`src/sv/slq_pkg.sv`:
```
// Package for the sorted list insert/remove core: widths, request codes, cell control.
// Depends on nothing; used by the interfaces, the cell and the top level.
`timescale 1ns / 1ps

package slq_pkg;

   localparam int SLQ_CAPACITY = 64;
   localparam int DATA_W       = 32;
   localparam int COUNT_OUT_W  = 7;

   localparam logic REQ_INSERT = 1'b0;
   localparam logic REQ_REMOVE = 1'b1;

   // Control broadcast to every cell of the chain.
   typedef struct packed {
      logic ins_en;
      logic rem_en;
   } slq_op_type;

endpackage

```
`src/sv/slq_cell.sv`:
```
// One slot of the sorted chain: holds a value, compares it and shifts with its neighbors.
// Depends on slq_pkg.
`timescale 1ns / 1ps

module slq_cell #(
   parameter int IDX   = 0,
   parameter int CNT_W = 7
) (
   input  logic                              clock,
   input  slq_pkg::slq_op_type               op,
   input  logic signed [slq_pkg::DATA_W-1:0] key,
   input  logic [CNT_W-1:0]                  count,
   input  logic                              left_gt,
   input  logic signed [slq_pkg::DATA_W-1:0] left_val,
   input  logic signed [slq_pkg::DATA_W-1:0] right_val,
   output logic                              gt,
   output logic                              hit,
   output logic signed [slq_pkg::DATA_W-1:0] val
);
   import slq_pkg::*;

   logic signed [DATA_W-1:0] val_ff;
   logic signed [DATA_W-1:0] val_in;
   logic                     occupied;

   // The chain is kept in descending order, so cell 0 holds the largest value.
   assign occupied = CNT_W'(IDX) < count;
   assign gt       = occupied && (val_ff > key);
   assign hit      = occupied && (val_ff == key);
   assign val      = val_ff;

   always_comb begin
      val_in = val_ff;
      if (op.ins_en && !gt) begin
         val_in = left_gt ? key : left_val;
      end else if (op.rem_en && !gt) begin
         val_in = right_val;
      end
   end

   always_ff @(posedge clock) begin
      val_ff <= val_in;
   end

endmodule

```
`config.mk`:
```
export PLATFORM = sky130hd
export DESIGN_NAME = slq_cell
export DESIGN_NICKNAME = d
export VERILOG_FILES = /design/src/sv/slq_pkg.sv /design/src/sv/slq_cell.sv
export SDC_FILE = /design/constraint.sdc
export NUM_CORES = 1
export LEC_CHECK = 0
export ABC_AREA = 1
export ABC_CLOCK_PERIOD_IN_PS = 5460
export BUFFER_PORTS_ARGS = -buffer_cell sky130_fd_sc_hd__buf_2
export CORE_MARGIN = 5
export CORE_UTILIZATION = 46
export CTS_CLUSTER_DIAMETER = 100
export DETAILED_ROUTE_END_ITERATION = 10
export HOLD_SLACK_MARGIN = 0.12
export PLACE_DENSITY = 0.85
export SETUP_SLACK_MARGIN = 0.1
export SLEW_MARGIN = 25
export SYNTH_ARGS = -nofsm -noshare
export SYNTH_HDL_FRONTEND = slang
export SYNTH_SLANG_ARGS = --single-unit
```
`constraint.sdc`:
```
create_clock -name clock -period 5.46 [get_ports clock]
set_input_delay 0.819 -clock clock [delete_from_list [all_inputs] [get_ports clock]]
set_output_delay 0.819 -clock clock [all_outputs]
set_load 0.1 [all_outputs]
```
== Yosys cells after proc, flatten, opt, wreduce, memory -nomap -nowiden ==
Cells that the tools add are included.

* Register bits: 32
* Output and inout bits: 34

* Order comparisons: 2
* Equal/unequal tests: 1
* Multiplexer cells: 3
* Reductions and logical operators: 6

{| class="wikitable"
|+ Operators by type and width
! operator !! count
|-
| two-way mux 32 bit || 3
|-
| equality test 32 bit || 1
|-
| greater-than comparator 32 bit || 1
|-
| less-than comparator 1 x 7 -> 1 bit, first input constant || 1
|-
| logical AND 1 bit || 4
|-
| nonzero test 2 bit || 1
|-
| zero test 1 bit || 1
|}

== Longest topological paths before layout ==
Gate-level depths: netlist of run 1.

* Depth in word-level cells: 6
* Gate-level depth with buffers: 19
* Gate-level depth less buffers: 18

== Least setup slack after synthesis of run 1 ==
Ideal clock, no wire load.

* Path type: flip-flop to flip-flop
* From: register val_ff[31], in the netlist val[31]
* To: register val_ff[0], in the netlist val[0] (enable)
* Data arrival time: 3.958 ns
* Required time: 5.039 ns
* Path slack: 1.081 ns
* Cell stages (with the launch flop): 10
* Buffers on the path: 0
* Period minus slack after synthesis: 4.379 ns
* Cell sequence: edfxtp_1 -> ha_1 -> a21oi_1 -> o21a_1 -> nand2_1 -> a21oi_1 -> nand3_1 -> nand3_4 -> inv_1 -> nor2_1

* Cells in the longest elaborated chain, start to end: 5
* Elaborated cells on any way between the ends: 6
* Those cells by class: order compare (1); reduce/logical (5)

{| class="wikitable"
|+ Ends and longest elaborated chain
! item !! line !! text
|-
| from (decl) || slq_cell.sv:22 || <nowiki>logic signed [DATA_W-1:0] val_ff;</nowiki>
|-
| from (signal assigned) || slq_cell.sv:42 || <nowiki>val_ff <= val_in;</nowiki>
|-
| greater-than comparator 32 bit * || slq_cell.sv:28 || <nowiki>assign gt = occupied && (val_ff > key);</nowiki>
|-
| logical AND 1 bit * || slq_cell.sv:28 ||
|-
| via gt || slq_cell.sv:16 || <nowiki>output logic gt,</nowiki>
|-
| zero test 1 bit * || slq_cell.sv:34, slq_cell.sv:36 ||
|-
| logical AND 1 bit (on tied branches) || slq_cell.sv:34, slq_cell.sv:36 ||
|-
| nonzero test 2 bit (no line) * || - ||
|}

Mark *: on every way through the listed nets, which the timed path passes. The rest lies on a longest branch.
A chain may end at the register's enable or synchronous reset.

== Worst setup path in the final report of run 1 ==
* From: input key[31] in the netlist's numbering
* To: output gt

* Cells in the longest elaborated chain, start to end: 2

{| class="wikitable"
|+ Ends and longest elaborated chain
! item !! line !! text
|-
| from (decl) || slq_cell.sv:11 || <nowiki>input logic signed [slq_pkg::DATA_W-1:0] key,</nowiki>
|-
| greater-than comparator 32 bit || slq_cell.sv:28 ||
|-
| logical AND 1 bit || slq_cell.sv:28 ||
|-
| to (decl) || slq_cell.sv:16 ||
|}

No other way between the ends.

==> results by group, run 1 <==
Placement
  • PortBufs: 140
  • Post-Place Worst Slack: around 1.6 ns
  • GPL Wtd Cong: between 0.8 and 0.9
  • Post-DP HPWL: between 6000 and 7000 um
  • Area post-placement: roughly 3400 um^2

Floorplan
  • Placement Rows: 27
  • CORE AREA: ~5600 um^2
  • Die Height: around 86 um
  • I/O Pins: about 140
  • Die W: ~86 um
  • Area of the die: 7416 um^2
  • Starting Density: 47.81%

CTS
  • CTS Sinks: 32
  • CTS buffer count: 5
  • Hold buffers post-CTS: 0
  • CTS Buffer Depth: 2
  • Post-CTS setup buffer count: 0
  • Post-CTS sizing: 0
  • CTS root buf: clkbuf_8
  • Clock transition at path regs: approximately 0.070 ns
  • CTS tree: built
  • H-Tree Level Count: 2
  • Later-pin clock latency in the skew report: 0.27 ns

Timing
  • Final hold vios: 0
  • Setup Total Neg Slack: 0 ns
  • Slew margin rel.: a little under two fifths
  • Setup ws final: around 1.6 ns
  • Worst Tran Pin Value: roughly 0.94 ns
  • Fmax: 258.1 MHz
  • Final Max Slew Viols: 0
  • Tmin final: 3.874 ns
  • Crit share post-route: 70.96%
  • Layout Skew: 0.007266 ns
  • RSZ-0062 raised after global routing: false
  • Final setup viols: 0

Global routing
  • Routing usage on met2: approximately 39%
  • GRT met1 Usage: 24.18%
  • GR peak layer: met2
  • Vias in the first global route: between 2000 and 3000
  • Remaining Overflow, GRT: 0
  • Met3 Usage GRT: between 3 and 4%
  • First-pass GRT wire length: ~13000 um
  • Antenna violations before repair: 0
  • Largest net degree at the start of global routing: 64
  • GRT Util Overall: between 20% and 30%

Drt
  • Starting DRT DRC Count: 123
  • Via Count: ~2800
  • Final ANT Viol Nets: 0
  • DR vias/cell: between 4 and 5
  • Routed WL: a little under 8000 um
  • Pre-antenna DRT Iters: 4
  • Avg WL per Cell: 13.74 um
  • DR DRC count: 0

Finish
  • Ant diodes: 0
  • Fraction of layout cells with a size suffix above 1: a little under a third
  • Area Overhead vs Synth: 30.09%
  • Max reg flops: 32
  • Nets: 633
  • Post-route cell area: 3467 um^2

Worst setup path
  • Max stage delay cell, worst path: buf_2
  • Worst path max stage delay: 0.46 ns
  • Family with the most delay on the worst path: buffers and inverters
  • CP Data Arrival Time: slightly above 3 ns
  • Crit-path max FO: 34
  • Most frequent CP cell: nand2_1
  • Crit path capture type: output port
  • CP bufs+invs: 4
  • CP Cell Sequence: buf_2 > inv_1 > ha_1 > a21oi_1 > o21a_1 > nand2_1 > a21oi_1 > nand2_1 > nand2_1 > nand3_4 > inv_1 > buf_2
  • CP startpoint kind: primary input
  • Required @ worst endpoint: about 4.6 ns
  • Critical path class: in2out

Run status
  • Status: completed

Synthesis
  • Synth async-reset ratio: 0%
  • Net count after synthesis: about 500
  • Sequential-to-total area share from yosys stat: between 30 and 40%
  • Synth area leader: edfxtp_1
  • Yosys warnings: 0
  • Area contributors post-synth: edfxtp_1 (36%), ha_1 (15%), nand2_1 (15%)
  • Post-synthesis cell type count: 22
  • Synth Area per Inst: between 7 and 8 um^2
  • Number of synthesized flops with an enable pin: 32
  • Mapped Cells: around 360
  • Mapped Area: about 2700 um^2
  • #FFs+latches synth: 32
  • Cell with the most instances after synthesis: nand2_1
  • Top post-synthesis cells by count: nand2_1 (103), a21oi_1 (46), nor2_1 (44)
  • Commonest register cell after synthesis: edfxtp_1
  • Yosys top cell area share: a little over a third

Run
  • MaxCap Viol Count: 0

Worst hold path
  • Worst Hold Class: in2reg
[path summary, 6_finish.rpt]
path         endpoint  slack [ns]  depth (start not counted)          start
max                gt        1.59                         12        key[31]
min reg2reg   val[10]        1.36                          5        val[31]
min           val[23]        0.81                          3  right_val[23]
max reg2reg   val[24]        2.36                          9        val[31]
[tightest hold or removal path, delay by kind of cell]
family	cells	cell delay, ns
buf+inv	1	0.08
simple gates	2	0.08
[cell usage in the layout, fill, tap and decap left out, drive strengths merged]
cell type / count
a21o: 1
a21oi: 46
buf: 140
clkbuf: 7
clkinv: 1
edfxtp: 32
ha: 32
inv: 42
mux2: 1
nand2: 105
nand3: 35
nand4: 2
nor2: 46
nor4: 1
o21a: 2
o21ai: 2
[final cells by class]
cell class	count	area, um^2
Clock buffer	7	76.32
Clock inverter	1	3.754
Fill cell	514	2107
Inverter	42	157.7
Multi-Input combinational cell	273	1475
Sequential cell	32	960.9
Tap cell	72	90.09
Timing Repair Buffer	140	703.2
[routing by layer]
layer / vias up / share of wire (%)
met4: 0 / 2.2
met1: 1263 / 39
met5: - / 0
met3: 14 / 5.7
li1: 1454 / -
met2: 91 / 53
[cells by family (layout without fill, tap and decap cells)]
| family | count (synthesis) | count (layout) | synth area share (%) |
|---|---|---|---|
| adder cells (fa/ha/maj) | 32 | 32 | 15.02 |
| AND/OR/NAND/NOR | 189 | 189 | 29.77 |
| multiplexers | 1 | 1 | 0.4225 |
| buffers and inverters | 59 | 190 | 8.873 |
| AO/OA/AOI/OAI | 51 | 51 | 9.859 |
| flip-flops | 32 | 32 | 36.06 |
[stage by stage]
stage	std cells	hold WS, ns	util [%]
3_3_place_gp	559	1.082	60.72
5_1_grt	567	0.7956	62.20
3_5_place_dp	559	1.087	60.72
4_1_cts	567	0.8031	62.15
2_1_floorplan	364	0.9976	-
6_report	567	0.8069	62.20
Power of run 1 is not shown: default switching activity piles up to over one toggle a cycle in this logic, so the estimate is an artifact.
==> run 2: changes to the inputs <==
Settings changed: ABC_AREA 1 to 0, ABC_CLOCK_PERIOD_IN_PS 5460 to 3900, PLACE_DENSITY 0.85 to 0.84.
Clock period 5.46 ns to 3.9 ns, I/O delays scaled along.
==> run 2 against run 1 <==
Compared with the run above:
- clock skew barely moved
- register-to-register slack got worse by 1.3 ns
- critical path type unchanged
- global-route usage fell by 3.4 points
- critical path depth fell by 2
- via count fell by 20%
- setup slack got worse by 1.0 ns
- non-clock buffer count rose by 4
- flip-flop and latch count did not move
- sequential share of layout area fell by 1.1 points
- first-iteration DRC count fell by 54%
==> results by group, run 2 <==
Floorplan
  • Die Height: 87.32 um (was 86.12 um)
  • Area of the die: 7625 um^2 (was 7416 um^2)
  • Starting Density: 47.01% (was 47.81%)
  • I/O Pins: 141 (unchanged)
  • Placement Rows: 28 (was 27)
  • Die W: 87.32 um (was 86.12 um)
  • CORE AREA: 5851 um^2 (was 5574 um^2)

Finish
  • Area occupied by multi-input gates: 1613 um^2 (was 1475 um^2)
  • Max reg flops: 32 (unchanged)
  • Sequential Area: 960.9 um^2 (unchanged)
  • Fraction of layout cells with a size suffix above 1: 57.74% (was 30.71%)
  • Commonest non-fill, non-tap cell in the layout: buf_2 (unchanged)
  • Ant diodes: 0 (unchanged)
  • Post-route cell area: 3612 um^2 (was 3467 um^2)
  • Nets: 519 (was 633)
  • Most frequent cells in the layout: buf_2 (140), inv_1 (35), mux2_2 (34) (was buf_2 (139), nand2_1 (103), a21oi_1 (46))
  • FILL cells: 489 (was 514)
  • Area Overhead vs Synth: 31.35% (was 30.09%)

Synthesis
  • Number of synthesized flops with an enable pin: 32 (unchanged)
  • Post-synthesis cell type count: 24 (was 22)
  • Mapped Area: 2750 um^2 (was 2665 um^2)
  • Sequential-to-total area share from yosys stat: 34.94% (was 36.06%)
  • Synth Area per Inst: 11.65 um^2 (was 7.322 um^2)
  • Commonest register cell after synthesis: edfxtp_1 (unchanged)
  • Top post-synthesis cells by count: inv_1 (35), mux2_2 (34), edfxtp_1 (32), ha_1 (32), mux2_4 (30) (was nand2_1 (103), a21oi_1 (46), nor2_1 (44))
  • Yosys warnings: 0 (unchanged)
  • Cell with the most instances after synthesis: inv_1 (was nand2_1)
  • #FFs+latches synth: 32 (unchanged)
  • Area contributors post-synth: edfxtp_1 (35%), mux2_4 (16%), ha_1 (15%) (was edfxtp_1 (36%), ha_1 (15%), nand2_1 (15%))
  • Synth async-reset ratio: 0% (unchanged)
  • Mapped Cells: 236 (was 364)
  • Synth area leader: edfxtp_1 (unchanged)
  • Yosys top cell area share: 34.94% (was 36.06%)
  • Net count after synthesis: 375 (was 503)

Worst setup path
  • CP startpoint kind: primary input (unchanged)
  • Reg2Reg Depth: 9 (unchanged)
  • Worst r2r src: val[7] (was val[31])
  • Reg2reg setup slack: 1.02 ns (was 2.36 ns)
  • Critical path class: in2out (unchanged)
  • Family with the most delay on the worst path: compound AO/OA/AOI/OAI gates (was buffers and inverters)
  • CP bufs+invs: 3 (was 4)
  • Crit path capture type: output port (unchanged)
  • CP Cell Sequence: buf_2 > inv_1 > ha_1 > a21oi_1 > o21ai_0 > a211oi_1 > o211ai_1 > or3_2 > nand2_1 > buf_2 (was buf_2 > inv_1 > ha_1 > a21oi_1 > o21a_1 > nand2_1 > a21oi_1 > nand2_1 > nand2_1 > nand3_4 > inv_1 > buf_2)
  • R2R Path End: val[31] (was val[24])
  • CP Data Arrival Time: 2.73 ns (was 3.06 ns)
  • Max stage delay cell, worst path: or3_2 (was buf_2)
  • Most frequent CP cell: buf_2 (was nand2_1)
  • Crit-path max FO: 4 (was 34)
  • Required @ worst endpoint: 3.31 ns (was 4.64 ns)
  • Worst path max stage delay: 0.47 ns (was 0.46 ns)

CTS
  • CTS buffer count: 5 (unchanged)
  • CTS tree: built (unchanged)
  • Later-pin clock latency in the skew report: 0.28 ns (was 0.27 ns)
  • CTS Buffer Depth: 2 (unchanged)
  • Clock transition at path regs: 0.07 ns (about the same)
  • Post-CTS setup buffer count: 0 (unchanged)
  • Post-CTS sizing: 0 (unchanged)
  • Hold buffers post-CTS: 0 (unchanged)
  • CTS root buf: clkbuf_8 (unchanged)
  • H-Tree Level Count: 2 (unchanged)
  • CTS Sinks: 32 (unchanged)

Timing
  • Setup Total Neg Slack: 0 ns (unchanged)
  • Crit share post-route: between 80% and 90%
  • Worst Tran Pin Value: 0.7511 ns (was 0.9422 ns)
  • Slew margin rel.: 49.93% (was 37.03%)
  • Tmin final: ~3.3 ns
  • Fmax: ~300 MHz
  • Layout Skew: 0.007436 ns (was 0.007266 ns)
  • Final hold vios: 0 (unchanged)
  • Final Max Slew Viols: 0 (unchanged)
  • Final setup viols: 0 (unchanged)
  • RSZ-0062 raised after global routing: false (unchanged)

Drt
  • Starting DRT DRC Count: 56 (was 123)
  • DR vias/cell: 4.963 (was 4.977)
  • Via Count: 2263 (was 2822)
  • Final ANT Viol Nets: 0 (unchanged)
  • Pre-antenna DRT Iters: 4 (unchanged)
  • Routed WL: 6928 um (was 7788 um)
  • Avg WL per Cell: 15.19 um (was 13.74 um)
  • DR DRC count: 0 (unchanged)

Global routing
  • Antenna violations before repair: 1 (was 0)
  • GRT Util Overall: 17.82% (was 21.21%)
  • Vias in the first global route: 2484 (was 2942)
  • Remaining Overflow, GRT: 0 (unchanged)
  • Largest net degree at the start of global routing: 33 (was 64)
  • First-pass GRT wire length: 10720 um (was 12690 um)

Worst hold path
  • Hold_sp: right_val[5] (was right_val[23])
  • Hold Path Cell Cnt: 2 (was 3)
  • Worst Hold Class: in2reg (unchanged)
  • Hold EP: val[5] (was val[23])

Placement
  • GPL Wtd Cong: 0.7676 (was 0.8695)
  • PortBufs: 140 (unchanged)
  • Area post-placement: 3530 um^2 (was 3385 um^2)
  • Post-DP HPWL: 5812 um (was 6041 um)

Run
  • MaxCap Viol Count: 0 (unchanged)

Run status
  • Status: completed (unchanged)
## run 2: through the flow
step                      hold WS, ns  cells  worst slack [ns]  utilization, %
after detailed placement       0.8883    448            0.5795           60.33
after floorplan                0.8029    236            0.2499               -
after global routing           0.5891    456            0.4114           61.74
after CTS                      0.5938    456            0.5772           61.74
after global placement         0.8854    448            0.6158           60.33
final                          0.6043    456            0.5881           61.74
## run 2: how the worst max path moves through the flow
| stage | start | end | slack [ns] | depth (start not counted) |
|---|---|---|---|---|
| 3_5_place_dp | key[23] | gt | 0.58 | 10 |
| 2_1_floorplan | val[23] | gt | 0.25 | 7 |
| 4_1_cts | val[23] | gt | 0.58 | 8 |
| 6_report | key[23] | gt | 0.59 | 10 |
| 5_1_grt | val[23] | gt | 0.41 | 8 |
| 3_3_place_gp | key[23] | gt | 0.62 | 10 |
## run 2: worst reg2reg max path: cells and delay by family, from the launching register on
family | cells | cell delay (ns)
fa+ha+maj | 1 | 0.32
mux | 1 | 0.38
compound gates | 5 | 0.95
simple gates | 1 | 0.17
flops | 1 | 0.40
buf+inv | 1 | 0.41
## run 2: per-layer routing
layer / part of all wire (%) / GRT usage (%) / routed length [um] / vias to the layer above
li1: - / - / - / 1153
met1: 39 / 19.93 / 2693 / 1029
met2: 53 / 33.29 / 3647 / 73
met3: 7.5 / 4.541 / 517 / 6
met4: 0.81 / 4.463 / 56 / 2
met5: 0.19 / 0 / 13 / -
## run 2: cells by family after synthesis
family | count (synthesis) | share of synthesized area, %
AND/OR/NAND/NOR | 39 | 7.097
adder cells (fa/ha/maj) | 32 | 14.56
AO/OA/AOI/OAI | 27 | 6.552
buffers and inverters | 42 | 6.551
multiplexers | 64 | 30.30
flip-flops | 32 | 34.94
## run 2: area by class of cell
cell class	instances	area share [%]
Tap cell	75	2.598
Sequential cell	32	26.60
Multi-Input combinational cell	162	44.65
Clock buffer	5	1.905
Clock inverter	3	0.3810
Timing Repair Buffer	144	20.23
Inverter	35	3.637
Power of run 2 is left out for the same reason.
==> run 3: changes to the inputs <==
Settings changed: ABC_AREA 0 to 1, ABC_CLOCK_PERIOD_IN_PS 3900 to 3300, PLACE_DENSITY 0.84 to 0.85.
Clock period 3.9 ns to 3.3 ns, I/O delays scaled along.
==> run 3 against run 2 <==
Compared with the run above:
- critical endpoint unchanged
- non-clock buffer count is 1 higher
- global-route usage is 3.1 points higher
- hold slack worse by 0.13 ns
- die area is 2.7% lower
- register-to-register slack worse by 0.17 ns
- critical path depth stayed put
- highest routed layer is now met4
- final cell count is 25% higher
- count of clock-buffer cells in the layout stayed put
==> results by group, run 3 (same netlist as run 1, synthesis figures left out) <==
Worst hold path
  • Hold Path Cell Cnt: 3 (was 2)
  • Worst Hold Class: in2reg (unchanged)

Worst setup path
  • Crit-path max FO: 10 (was 4)
  • CP startpoint kind: register (was primary input)
  • Reg2Reg Depth: 10 (was 9)
  • Required @ worst endpoint: 2.80 ns (was 3.31 ns)
  • Crit path capture type: output port (unchanged)
  • Critical path class: reg2out (was in2out)
  • CP Data Arrival Time: 2.33 ns (was 2.73 ns)

Global routing
  • Vias in the first global route: 2795 (was 2484)
  • Antenna violations before repair: 0 (was 1)
  • Largest net degree at the start of global routing: 40 (was 33)
  • Met3 Usage GRT: 3.842% (was 4.541%)
  • First-pass GRT wire length: 12500 um (was 10720 um)
  • Routing usage on met2: 39.24% (was 33.29%)
  • GR peak layer: met2 (unchanged)
  • Remaining Overflow, GRT: 0 (unchanged)
  • GRT met1 Usage: 24.20% (was 19.93%)
  • GRT Util Overall: 20.91% (was 17.82%)

Drt
  • DR DRC count: 0 (unchanged)
  • DR vias/cell: 5.028 (was 4.963)
  • Via Count: 2876 (was 2263)
  • Avg WL per Cell: 13.75 um (was 15.19 um)
  • Starting DRT DRC Count: 156 (was 56)
  • Pre-antenna DRT Iters: 5 (was 4)
  • Final ANT Viol Nets: 0 (unchanged)
  • Routed WL: 7865 um (was 6928 um)

CTS
  • CTS root buf: clkbuf_8 (unchanged)
  • CTS buffer count: 5 (unchanged)
  • Later-pin clock latency in the skew report: 0.28 ns (about the same)
  • CTS tree: built (unchanged)
  • Clock transition at path regs: 0.07 ns (about the same)
  • Post-CTS setup buffer count: 0 (unchanged)
  • CTS Buffer Depth: 2 (unchanged)
  • CTS Sinks: 32 (unchanged)
  • Hold buffers post-CTS: 0 (unchanged)
  • H-Tree Level Count: 2 (unchanged)
  • Post-CTS sizing: 0 (unchanged)

Finish
  • Ant diodes: 0 (unchanged)
  • Sequential Area: 960.9 um^2 (unchanged)
  • Fraction of layout cells with a size suffix above 1: 31.80% (was 57.74%)
  • Nets: 638 (was 519)
  • FILL cells: 486 (was 489)
  • Most frequent cells in the layout: buf_2 (139), nand2_1 (103), a21oi_1 (46) (was buf_2 (140), inv_1 (35), mux2_2 (34))
  • Area occupied by multi-input gates: 1475 um^2 (was 1613 um^2)
  • Finished Layout Cells: 572 (was 456)
  • Area Overhead vs Synth: 32.07% (was 31.35%)
  • Commonest non-fill, non-tap cell in the layout: buf_2 (unchanged)
  • Max reg flops: 32 (unchanged)

Timing
  • Setup Total Neg Slack: 0 ns (unchanged)
  • Worst Tran Pin Value: 0.5148 ns (was 0.7511 ns)
  • Final setup viols: 0 (unchanged)
  • Slew margin rel.: 65.92% (was 49.93%)
  • Tmin final: approximately 2.8 ns
  • Layout Skew: 0.003584 ns (was 0.007436 ns)
  • Crit share post-route: a little under nine tenths
  • Final hold vios: 0 (unchanged)
  • Final Max Slew Viols: 0 (unchanged)
  • Fmax: about 350 MHz
  • RSZ-0062 raised after global routing: false (unchanged)

Floorplan
  • Die W: 86.12 um (was 87.32 um)
  • CORE AREA: 5574 um^2 (was 5851 um^2)
  • Starting Density: 47.81% (was 47.01%)
  • Placement Rows: 27 (was 28)
  • I/O Pins: 141 (unchanged)
  • Area of the die: 7416 um^2 (was 7625 um^2)
  • Die Height: 86.12 um (was 87.32 um)

Placement
  • PortBufs: 140 (unchanged)
  • DP Cell Count: 564 (was 448)
  • GPL Wtd Cong: 0.8234 (was 0.7676)
  • Post-DP HPWL: 6096 um (was 5812 um)

Run status
  • Status: completed (unchanged)

Run
  • MaxCap Viol Count: 0 (unchanged)
[run 3: cell types whose count changed in the layout (fill, tap and decap cells not counted), moves of 5 or more]
cell     delta
nand3_1    +30
mux2_2     -33
inv_1       +7
nand2_1    +88
a21oi_1    +33
nand4_1     -5
mux2_4     -30
nor2_1     +39
[run 3: path summary, 6_finish.rpt]
path	start	to	slack, ns
worst max-delay path	val[31]	gt	0.48
worst min-delay path	right_val[5]	val[5]	0.48
worst max register to register	val[31]	val[7]	0.85
worst min register to register	val[31]	val[12]	1.14
[run 3: layout make-up]
class / instances / share of cell area (%)
multi-input cells: 273 / 41.91
flip-flops and latches: 32 / 27.30
repair buffers: 145 / 21.40
inverters: 42 / 4.479
well taps: 72 / 2.560
clock buffers: 5 / 1.955
clock inverters: 3 / 0.3910
[run 3: stage by stage]
step                      utilization, %  area, um^2  worst slack, ns  hold WS [ns]
after floorplan                        -        2673          -0.2082        0.6736
after global placement             61.66        3437           0.5695        0.7577
after detailed placement           61.66        3437           0.5472        0.7628
after CTS                          63.14        3520           0.4536        0.4651
after global routing               63.14        3520           0.3454        0.4628
final                              63.14        3520           0.4757        0.4777
[run 3: worst max-delay path: stages (launching register included)]
cell and delay, ns:
edfxtp_1 0.40, ha_1 0.36, a21oi_1 0.17, o21a_1 0.13, nand2_1 0.06, a21oi_1 0.19, nand2_1 0.09, nand2_1 0.10
nand3_4 0.15, inv_1 0.19, buf_12 0.20
[run 3: layer usage]
metal  vias up  wire (um)
met5         -          0
met4         0         27
met3         2        599
met2       113       4138
met1      1299       3099
li1       1462          -
Power of run 3 is left out for the same reason.
